$ cat config.mk
export PLATFORM = sky130hd
export DESIGN_NAME = wsclock_page_replacement
export DESIGN_NICKNAME = d
export VERILOG_FILES = /design/src/design/wpr_pkg.sv /design/src/design/wsclock_page_replacement.sv
export SDC_FILE = /design/constraint.sdc
export NUM_CORES = 1
export LEC_CHECK = 0
export ABC_AREA = 1
export BUFFER_PORTS_ARGS = -buffer_cell sky130_fd_sc_hd__buf_2
export CAP_MARGIN = 10
export CORE_AREA = 2 2 241 243
export DETAILED_ROUTE_END_ITERATION = 10
export DIE_AREA = 0 0 243 245
export HOLD_SLACK_MARGIN = 0.12
export SYNTH_ARGS = -nofsm -noshare
export SYNTH_HDL_FRONTEND = slang
export SYNTH_SLANG_ARGS = --single-unit
export TNS_END_PERCENT = 20
$ cat constraint.sdc
create_clock -name i_clk -period 5.68 [get_ports i_clk]
set_clock_uncertainty 0.1 [all_clocks]
set_input_delay 0.568 -clock i_clk [delete_from_list [all_inputs] [get_ports i_clk]]
set_output_delay 0.568 -clock i_clk [all_outputs]
set_load 0.02 [all_outputs]
$ cat src/design/wpr_pkg.sv
// Types and constants shared by the working-set clock page replacement block.
`default_nettype none

package wpr_pkg;

    localparam int FRAMES  = 8;
    localparam int PAGES   = 16;
    localparam int FRAME_W = 3;
    localparam int PAGE_W  = 4;
    localparam int TIME_W  = 32;
    localparam int AGE_W   = 16;
    localparam int COUNT_W = 32;
    localparam int PADDR_W = 3;
    localparam int PDATA_W = 32;

    localparam logic [AGE_W-1:0]   MAX_AGE_RESET = 16'd50;
    localparam logic [PADDR_W-1:0] ADDR_MAX_AGE  = 3'd0;

    localparam logic CMD_ACCESS = 1'b0;
    localparam logic CMD_TICK   = 1'b1;

    typedef struct packed {
        logic              command;
        logic [PAGE_W-1:0] page;
        logic [TIME_W-1:0] now;
    } t_in_item;

    typedef struct packed {
        logic               hit;
        logic               fault;
        logic [PAGE_W-1:0]  victim_page;
        logic [FRAME_W-1:0] frame_used;
        logic [COUNT_W-1:0] fault_total;
    } t_out_item;

endpackage

`default_nettype wire

$ cat src/design/wsclock_page_replacement.sv
// Top level of the working-set clock page replacement block.
//
//   channel   direction  handshake                 payload
//   in        input      i_in_valid / o_in_stall   i_in_item  (command, page, now)
//   out       output     o_out_valid / i_out_stall o_out_item (hit, fault, victim, frame, total)
//   config    input      psel/penable/pwrite/pready paddr, pwdata, prdata (max_age)
//
// A tick or a hit passes from the accepted beat through the LOOK state to the result register.
// A fault goes through LOOK, then SCAN: the walk moves one frame a cycle through the shared age
// subtractor and compare, then the EVICT state writes the victim frame.
// Reset is synchronous and active low; it restores the initial frame mapping at once.
// A result waits in the output register while stalled; the next beat is accepted
// meanwhile, and the sequencer holds its final step until the register is free.
`default_nettype none

module wsclock_page_replacement (
    input  wire                  i_clk,
    input  wire                  i_rst_n,
    input  wire                  i_in_valid,
    output logic                 o_in_stall,
    input  wpr_pkg::t_in_item    i_in_item,
    output logic                 o_out_valid,
    input  wire                  i_out_stall,
    output wpr_pkg::t_out_item   o_out_item,
    input  wire                  psel,
    input  wire                  penable,
    input  wire                  pwrite,
    input  wire [wpr_pkg::PADDR_W-1:0] paddr,
    input  wire [wpr_pkg::PDATA_W-1:0] pwdata,
    output logic [wpr_pkg::PDATA_W-1:0] prdata,
    output logic                 pready
);
    import wpr_pkg::*;

    localparam logic [1:0] ST_IDLE  = 2'd0;
    localparam logic [1:0] ST_LOOK  = 2'd1;
    localparam logic [1:0] ST_SCAN  = 2'd2;
    localparam logic [1:0] ST_EVICT = 2'd3;

    logic [1:0]         r_state, n_state;
    logic               r_cmd;
    logic [PAGE_W-1:0]  r_page;
    logic [TIME_W-1:0]  r_now;
    logic [FRAME_W-1:0] r_hand, n_hand;
    logic [FRAME_W-1:0] r_walk, n_walk;
    logic [COUNT_W-1:0] r_fault_count, n_fault_count;
    logic [AGE_W-1:0]   r_max_age;
    logic               r_out_valid, n_out_valid;
    t_out_item          r_out_item, n_out_item;

    logic [PAGE_W-1:0]  r_frame_page [FRAMES];
    logic [TIME_W-1:0]  r_frame_time [FRAMES];
    logic [FRAMES-1:0]  r_frame_ref;
    logic [PAGES-1:0]   r_page_resident;
    logic [FRAME_W-1:0] r_page_frame [PAGES];

    logic               out_free;
    logic [PAGE_W-1:0]  victim_page;
    logic [PAGE_W-1:0]  pf_addr;
    logic [FRAME_W-1:0] pf_frame;
    logic [FRAME_W-1:0] walk_next;
    logic [TIME_W-1:0]  age;
    logic               too_old;
    logic               cfg_write;

    logic               tick_clear;
    logic               hit_touch;
    logic               scan_touch;
    logic               evict_write;
    logic               victim_unmap;

    assign out_free    = !r_out_valid || !i_out_stall;
    assign victim_page = r_frame_page[r_walk];
    // One read port into the page map: the victim's page during eviction, else the access.
    assign pf_addr     = (r_state == ST_EVICT) ? victim_page : r_page;
    assign pf_frame    = r_page_frame[pf_addr];
    assign walk_next   = (r_walk == FRAME_W'(FRAMES - 1)) ? '0 : r_walk + 1'b1;
    assign age         = r_now - r_frame_time[r_walk];
    assign too_old     = age > {{(TIME_W-AGE_W){1'b0}}, r_max_age};

    assign o_in_stall  = (r_state != ST_IDLE);
    assign o_out_valid = r_out_valid;
    assign o_out_item  = r_out_item;
    assign pready      = 1'b1;
    assign cfg_write   = psel && penable && pwrite;
    assign prdata      = (paddr == ADDR_MAX_AGE) ?
                         {{(PDATA_W-AGE_W){1'b0}}, r_max_age} : '0;

    always_comb begin
        n_state       = r_state;
        n_hand        = r_hand;
        n_walk        = r_walk;
        n_fault_count = r_fault_count;
        n_out_valid   = r_out_valid && i_out_stall;
        n_out_item    = r_out_item;
        tick_clear    = 1'b0;
        hit_touch     = 1'b0;
        scan_touch    = 1'b0;
        evict_write   = 1'b0;
        victim_unmap  = 1'b0;

        case (r_state)
            ST_IDLE: begin
                if (i_in_valid) begin
                    n_state = ST_LOOK;
                end
            end
            ST_LOOK: begin
                if (r_cmd == CMD_TICK) begin
                    if (out_free) begin
                        tick_clear  = 1'b1;
                        n_out_valid = 1'b1;
                        n_out_item  = '{hit: 1'b0, fault: 1'b0, victim_page: '0,
                                        frame_used: '0, fault_total: r_fault_count};
                        n_state     = ST_IDLE;
                    end
                end else if (r_page_resident[r_page]) begin
                    if (out_free) begin
                        hit_touch   = 1'b1;
                        n_out_valid = 1'b1;
                        n_out_item  = '{hit: 1'b1, fault: 1'b0, victim_page: '0,
                                        frame_used: pf_frame, fault_total: r_fault_count};
                        n_state     = ST_IDLE;
                    end
                end else begin
                    if (r_fault_count != '1) begin
                        n_fault_count = r_fault_count + 1'b1;
                    end
                    n_walk  = r_hand;
                    n_state = ST_SCAN;
                end
            end
            ST_SCAN: begin
                // At the latest, the walk ends on the frame just before the one it started from.
                if (walk_next == r_hand) begin
                    n_state = ST_EVICT;
                end else if (r_frame_ref[r_walk]) begin
                    scan_touch = 1'b1;
                    n_walk     = walk_next;
                end else if (too_old) begin
                    n_state = ST_EVICT;
                end else begin
                    n_walk = walk_next;
                end
            end
            ST_EVICT: begin
                if (out_free) begin
                    evict_write  = 1'b1;
                    victim_unmap = r_page_resident[victim_page] && (pf_frame == r_walk);
                    n_hand       = r_walk;
                    n_out_valid  = 1'b1;
                    n_out_item   = '{hit: 1'b0, fault: 1'b1, victim_page: victim_page,
                                     frame_used: r_walk, fault_total: r_fault_count};
                    n_state      = ST_IDLE;
                end
            end
            default: begin
                n_state = ST_IDLE;
            end
        endcase
    end

    always_ff @(posedge i_clk) begin
        if (!i_rst_n) begin
            r_state       <= ST_IDLE;
            r_hand        <= '0;
            r_walk        <= '0;
            r_fault_count <= '0;
            r_max_age     <= MAX_AGE_RESET;
            r_out_valid   <= 1'b0;
        end else begin
            r_state       <= n_state;
            r_hand        <= n_hand;
            r_walk        <= n_walk;
            r_fault_count <= n_fault_count;
            r_out_valid   <= n_out_valid;
            if (cfg_write && (paddr == ADDR_MAX_AGE)) begin
                r_max_age <= pwdata[AGE_W-1:0];
            end
        end
    end

    always_ff @(posedge i_clk) begin
        r_out_item <= n_out_item;
        if ((r_state == ST_IDLE) && i_in_valid) begin
            r_cmd  <= i_in_item.command;
            r_page <= i_in_item.page;
            r_now  <= i_in_item.now;
        end
    end

    always_ff @(posedge i_clk) begin
        if (!i_rst_n) begin
            for (int f = 0; f < FRAMES; f++) begin
                r_frame_page[f] <= PAGE_W'(f % PAGES);
                r_frame_time[f] <= '0;
            end
            r_frame_ref <= '0;
            for (int p = 0; p < PAGES; p++) begin
                r_page_resident[p] <= (p < FRAMES);
                r_page_frame[p]    <= (p < FRAMES) ? FRAME_W'(p) : '0;
            end
        end else begin
            if (tick_clear) begin
                r_frame_ref <= '0;
            end
            if (hit_touch) begin
                r_frame_time[pf_frame] <= r_now;
                r_frame_ref[pf_frame]  <= 1'b1;
            end
            if (scan_touch) begin
                r_frame_time[r_walk] <= r_now;
                r_frame_ref[r_walk]  <= 1'b0;
            end
            if (victim_unmap) begin
                r_page_resident[victim_page] <= 1'b0;
            end
            if (evict_write) begin
                r_frame_page[r_walk]    <= r_page;
                r_frame_time[r_walk]    <= r_now;
                r_frame_ref[r_walk]     <= 1'b1;
                r_page_resident[r_page] <= 1'b1;
                r_page_frame[r_page]    <= r_walk;
            end
        end
    end

endmodule

`default_nettype wire

==> flow_summary_export.csv, run 1 <==
group,metric,value,unit
status,status,"finished, final reports clean",
layout,antenna_cells,0,
synthesis,synth_edf_count,414,
clock_network,htreeDepth,2,
detailed_routing,postRouteWirelength,71.4,mm
synthesis,ys_seq_area_share,55.4,%
worst_setup_path,worst-path-buf-inv,3,
power_and_ir_drop,combPwrFrac,22.9,%
timing,setup_slack,0.600,ns
worst_setup_path,slowest_stage,"buf_4",
detailed_routing,drt_iter0_markers,1614,
min_path,min_path_cells,3,
floorplanning,dieHeight,245,um
worst_setup_path,end_kind,"flop",
placement,dp_slack,0.493,ns
placement,routabilityCongestion,0.929,
clock_network,clk_latency,0.62,ns
clock_network,cts_sinks,498,
global_routing,grt_max_degree,71,
timing,rsz0062_at_grt,"no",
floorplanning,initial_core_util,44.6,%
placement,hpwl,46.3,mm
synthesis,ys.flop_type,"edfxtp_1",
floorplanning,io-pin-count,155,
worst_setup_path,path_delay_family,"compound AO/OA/AOI/OAI gates",
worst_setup_path,max_stage_delay,0.66,ns
clock_network,clock_path_buffers,3,
min_path,hold_path.class,"input port to flop",
synthesis,ys_warn_count,0,
synthesis,ys_ff_latch,498,
timing,min_period_over_period,89.4,%
power_and_ir_drop,intPower,6.87,mW
layout,fin_nets,3119,
worst_setup_path,regToRegSetupSlack,0.60,ns
worst_setup_path,crit_fanout,69,
layout,seqCellArea,14100,um^2
layout,n_fill_cell,5401,
global_routing,grtUsageTotal,23.7,%
clock_network,cts_tree,"yes",
worst_setup_path,cp-start-kind,"flop",
power_and_ir_drop,p_leak,11.7,nW
job,maxCapViolCount,0,
detailed_routing,drc,0,
timing,period_needed,5.08,ns
worst_setup_path,reg2reg_depth,20,
detailed_routing,drtAntennaViolNets,0,
clock_network,clock_tree.root_cell,"clkbuf_16",
worst_setup_path,crit_type,"flop to flop",
detailed_routing,wl_per_cell,18.8,um
worst_setup_path,worstPathArrival,5.47,ns
floorplanning,fp.coreArea,57000,um^2
synthesis,synth_area_per_cell,8.93,um^2
layout,final_cell_mix,"555 x nor2_1, 522 x nand2_1, 414 x edfxtp_1",
power_and_ir_drop,powerDensity,347,nW/um^2
global_routing,antenna_found_initial,0,
layout,multi_input_area,9590,um^2
worst_setup_path,crit_top_cell,"nand3_1",
global_routing,gr-total-overflow,0,
worst_setup_path,worstPathRequired,6.07,ns
global_routing,grt_pass1_wl,111,mm
synthesis,synth_cell_type_count,51,
timing,finalSetupViolations,0,
clock_network,clkTransAtPathRegs,0.07,ns
synthesis,syn-instance-count,2851,
clock_network,numCtsBuffers,55,
layout,mostFrequentLayoutCell,"nor2_1",
power_and_ir_drop,clkPwrFrac,35.5,%
floorplanning,dieWidth,243,um
placement,numPortBuffers,121,
timing,max_freq,0.197,GHz
timing,setup_tns,0,ns
floorplanning,dieArea,59500,um^2
detailed_routing,vias_per_cell,5.36,
power_and_ir_drop,p_sw_share,31.6,%
timing,relSlewSlack,20.1,%
timing,tightest_slew,1.19,ns
synthesis,syn_area,25500,um^2
layout,syn2layout_area_growth,13.8,%
detailed_routing,drt_first_pass_iters,5,
synthesis,async_flop_share,0,%
timing,hold_viol,0,
min_path,hp-start,"pwdata[15]",
global_routing,grt_pass1_vias,19900,
floorplanning,rows,88,
power_and_ir_drop,switching_power,3.18,mW
power_and_ir_drop,ir_worst_vdd,0.226,mV
layout,drive_gt1_share,11.8,%
timing,maxSlewViolCount,0,
worst_setup_path,crit_chain,"buf_4 -> buf_4 -> o21ai_0 -> o221ai_1 -> o21ai_0 -> ha_1 -> a21oi_1 -> o21ai_0 -> inv_1 -> nand2_1 -> a21oi_1 -> nand3_1 -> a21oi_1 -> nand3_1 -> nor2_1 -> nand2_1 -> nand3_1 -> nand3_1 -> nand2_1 -> nor2_1",
detailed_routing,num_vias,20400,
min_path,worstHoldEndpoint,"r_max_age[15]$_SDFFE_PN0P_",
power_and_ir_drop,seqPwrFrac,41.6,%
layout,utilization,50.8,%
-- state kept, by name, summed over array words and instances (netlist names), named ones only --
register and cells:
o_out_item 41, o_out_valid 1, r_cmd 1, r_fault_count 32, r_frame_page 32, r_frame_ref 8, r_frame_time 256, r_hand 3
r_max_age 16, r_now 32, r_page 4, r_page_frame 48, r_page_resident 16, r_state 2, r_walk 3
-- power groups by stage --
stage / clock network [mW] / registers, mW / logic (mW)
3_5_place_dp: 0 / 4.26 / 2.25
4_1_cts: 3.62 / 4.18 / 2.28
5_1_grt: 3.76 / 4.19 / 2.56
3_3_place_gp: 0 / 4.26 / 2.21
6_report: 3.57 / 4.18 / 2.30
2_1_floorplan: 0 / 4.24 / 1.58
-- synthesized netlist by cell type (30+ instances only) --
cell | n | area share, %
a21oi_1 | 102 | 2.0
clkbuf_1 | 74 | 1.1
dfxtp_1 | 84 | 6.6
edfxtp_1 | 414 | 49
ha_1 | 52 | 2.6
inv_1 | 264 | 3.9
nand2_1 | 525 | 7.7
nand3_1 | 141 | 2.8
nor2_1 | 557 | 8.2
nor3_1 | 67 | 1.3
nor3_2 | 51 | 2.0
o21ai_0 | 214 | 4.2
o221ai_1 | 30 | 1.0
o22ai_1 | 43 | 1.1
-- tightest hold or removal path, stage by stage --
cell and delay (ns):
buf_2 0.08, o21ai_0 0.08, a21oi_1 0.11
-- worst max-delay path by stage --
stage	startpoint	slack, ns	endpoint	cells after the start
after floorplan	r_walk[0]$_SDFFE_PN0P_	0.80	r_frame_time[7][0]$_SDFFCE_PN0P_	14
after global routing	flop	0.06	flop	28
final	flop	0.60	flop	20
after global placement	flop	0.55	flop	31
after CTS	flop	0.45	flop	31
after detailed placement	flop	0.49	r_walk[0]$_SDFFE_PN0P_	31
-- layout make-up --
cell class,instances,share of cell area (%)
tap,765,3.30
clock inverter,32,0.985
timing repair buffer,211,4.99
sequential,498,48.7
inverter,285,3.70
clock buffer,70,5.16
multi-input combinational,1936,33.1
-- routing by layer --
| metal | vias to the layer above | track usage, % | share of wire, % |
|---|---|---|---|
| li1 | 9827 | - | - |
| met1 | 9744 | 31.4 | 43 |
| met2 | 673 | 40.3 | 48 |
| met3 | 111 | 3.77 | 6.7 |
| met4 | 0 | 7.04 | 2.4 |
| met5 | - | 0 | 0 |
-- metrics by stage --
step | std cells | power, mW | cell area [um^2] | hold slack [ns]
final | 3797 | 10.0 | 29000 | 0.156
after global routing | 3797 | 10.5 | 29000 | 0.170
after CTS | 3796 | 10.1 | 28900 | 0.123
after detailed placement | 3652 | 6.50 | 26700 | 0.348
after global placement | 3652 | 6.47 | 26700 | 0.344
after floorplan | 2866 | 5.82 | 25500 | 0.306
-- kinds of logic (layout without fill, tap and decap cells) --
family / after synthesis / count (layout) / synth area share, %
xor gates and xnor gates: 35 / 35 / 1.20
AOI/OAI and AO/OA: 433 / 433 / 9.66
and+or+nand+nor: 1397 / 1397 / 23.6
buffers and inverters: 432 / 598 / 7.39
muxes: 1 / 1 / 0.0393
DFF: 498 / 498 / 55.4
other: 2 / 17 / 0.0295
adders and majority gates: 53 / 53 / 2.63
-- timing repair --
item / in CTS / in global routing
hold buffers: 42 / 0
hold endpoints to repair: 42 / 0
resized for setup: 0 / 1
endpoints found under the setup margin: 0 / 6
buffers inserted: 0 / 1
(Power assumes the default switching activity.)
==> inputs of run 2 (changes only) <==
--- a/config.mk
+++ b/config.mk
@@ -8,9 +8,9 @@
 export ABC_AREA = 1
 export BUFFER_PORTS_ARGS = -buffer_cell sky130_fd_sc_hd__buf_2
 export CAP_MARGIN = 10
-export CORE_AREA = 2 2 241 243
+export CORE_AREA = 2 2 323 325
 export DETAILED_ROUTE_END_ITERATION = 10
-export DIE_AREA = 0 0 243 245
+export DIE_AREA = 0 0 325 327
 export HOLD_SLACK_MARGIN = 0.12
 export SYNTH_ARGS = -nofsm -noshare
 export SYNTH_HDL_FRONTEND = slang
==> run 2 against run 1 <==
Effect of this change:
- clock-buffer cell count down 2
- fmax up 6.1%
- critical path type unchanged
- total power up 0.23%
- register-to-register slack better by 0.29 ns
- utilization down 22 points
- clock power about the same
- largest cell class unchanged
==> flow_summary_export.csv, run 2 (synthesis results as in run 1) <==
group,metric,value,unit
detailed_routing,drt_first_pass_iters,5,
worst_setup_path,worstPathRequired,6.09,ns
global_routing,gr-total-overflow,0,
placement,numPortBuffers,121,
timing,tightest_slew,1.13,ns
clock_network,clock_path_buffers,3,
worst_setup_path,max_stage_delay,0.46,ns
layout,drive_gt1_share,12.2,%
timing,hold_viol,0,
layout,antenna_cells,0,
job,maxCapViolCount,0,
placement,placed_cells,4267,
worst_setup_path,cp-start-kind,"flop",
clock_network,cts_sinks,498,
floorplanning,dieArea,106000,um^2
timing,setup_slack,0.893,ns
timing,min_period_over_period,84.3,%
power_and_ir_drop,ir_worst_vdd,0.222,mV
worst_setup_path,crit_fanout,100,
power_and_ir_drop,powerDensity,337,nW/um^2
floorplanning,io-pin-count,155,
placement,placed_area,27600,um^2
timing,relSlewSlack,24.2,%
timing,period_needed,4.79,ns
layout,fin_nets,3125,
detailed_routing,drc,0,
layout,largest_reg_flops,256,
layout,postLayoutCellArea,29900,um^2
clock_network,clock_tree.root_cell,"clkbuf_16",
clock_network,clkTransAtPathRegs,0.06,ns
global_routing,grt_pass1_vias,19400,
worst_setup_path,end_kind,"flop",
placement,routabilityCongestion,0.882,
layout,syn2layout_area_growth,17.3,%
floorplanning,dieHeight,327,um
clock_network,numCtsBuffers,55,
layout,n_fill_cell,10800,
timing,maxSlewViolCount,0,
detailed_routing,postRouteWirelength,72.4,mm
timing,setup_tns,0,ns
min_path,hold_path.class,"input port to flop",
layout,layout.cells.non_filler,4419,
global_routing,grtUsageTotal,13.3,%
layout,top_register,"r_frame_time",
clock_network,htreeDepth,2,
detailed_routing,drt_iter0_markers,1600,
placement,dp_slack,0.788,ns
clock_network,cts_tree,"yes",
timing,max_freq,0.209,GHz
timing,finalSetupViolations,0,
floorplanning,dieWidth,325,um
global_routing,grt_pass1_wl,111,mm
floorplanning,initial_core_util,24.7,%
layout,mostFrequentLayoutCell,"nor2_1",
worst_setup_path,worstPathArrival,5.20,ns
detailed_routing,num_vias,20100,
worst_setup_path,slowest_stage,"ha_1",
detailed_routing,vias_per_cell,4.56,
layout,final_cell_mix,"555 x nor2_1, 518 x nand2_1, 414 x edfxtp_1",
global_routing,antenna_found_initial,3,
detailed_routing,wl_per_cell,16.4,um
floorplanning,fp.coreArea,103000,um^2
floorplanning,rows,118,
clock_network,clk_latency,0.63,ns
timing,rsz0062_at_grt,"no",
global_routing,grt_max_degree,101,
power_and_ir_drop,p_leak,11.7,nW
placement,hpwl,47.5,mm
detailed_routing,drtAntennaViolNets,0,
worst_setup_path,crit_top_cell,"nand2_1",
worst_setup_path,crit_type,"flop to flop",
timing,holdWs,0.153,ns
status,status,"finished, final reports clean",
==> run 2: cell count changes in the layout (fill, tap and decap cells not counted), sizes merged <==
cell | before | now
clkinv | 29 | 26
clkinvlp | 3 | 6
clkbuf | 70 | 68
dlygate4sd3 | 42 | 49
buf | 169 | 168
inv | 280 | 283
==> run 2: layout make-up <==
| type | instances | area (um^2) | area share, % |
|---|---|---|---|
| Clock inverter | 35 | 340 | 1.14 |
| Inverter | 285 | 1070 | 3.59 |
| Sequential cell | 498 | 14100 | 47.3 |
| Tap cell | 1380 | 1730 | 5.78 |
| Clock buffer | 68 | 1470 | 4.90 |
| Timing Repair Buffer | 217 | 1550 | 5.19 |
| Multi-Input combinational cell | 1936 | 9600 | 32.1 |
==> run 2: critical path: cells and delay by family, from the launching register on <==
family                   cells  cell delay (ns)
AND/OR/NAND/NOR             18             1.85
AO/OA/AOI/OAI                5             0.93
buffers and inverters        3             0.48
adder cells (fa/ha/maj)      2             0.73
flip-flops                   1             0.37
XOR/XNOR                     1             0.19
==> run 2: power breakdown <==
| group | internal [mW] | leakage [nW] | switching, mW |
|---|---|---|---|
| combinational | 0.696 | 6.01 | 1.59 |
| sequential | 4.10 | 4.80 | 0.0863 |
| clock | 2.07 | 0.874 | 1.54 |
| total | 6.86 | 11.7 | 3.21 |
==> run 2: worst paths after layout <==
| check | slack, ns | cells after the start | end | from |
|---|---|---|---|---|
| max | 0.89 | 29 | r_walk[1]$_SDFFE_PN0P_ | flop |
| min | 0.15 | 3 | r_max_age[13]$_SDFFE_PN0P_ | pwdata[13] |
| max reg2reg | 0.89 | 29 | r_walk[1]$_SDFFE_PN0P_ | flop |
| min reg2reg | 0.36 | 2 | r_page_resident[5]$_SDFF_PN1_ | r_page_resident[5]$_SDFF_PN1_ |
==> run 2: per-stage QoR <==
| step | power (mW) | util (%) |
|---|---|---|
| after CTS | 10.1 | 29.0 |
| after global routing | 10.6 | 29.0 |
| final | 10.1 | 29.0 |
| after floorplan | 5.82 | - |
| after detailed placement | 6.50 | 26.8 |
| after global placement | 6.48 | 26.8 |
==> run 2: repair_timing <==
item,4_1_cts,5_1_grt
buffers inserted,0,0
hold endpoints to repair,49,0
gates resized for setup,0,0
hold buffers,49,0
==> run 2: metal layers <==
layer,up-vias,track usage [%],part of all wire [%]
met5,-,0,0.014
met4,2,4.14,2.4
met3,97,2.25,6.0
met2,591,22.5,48
met1,9610,17.2,44
li1,9847,-,-
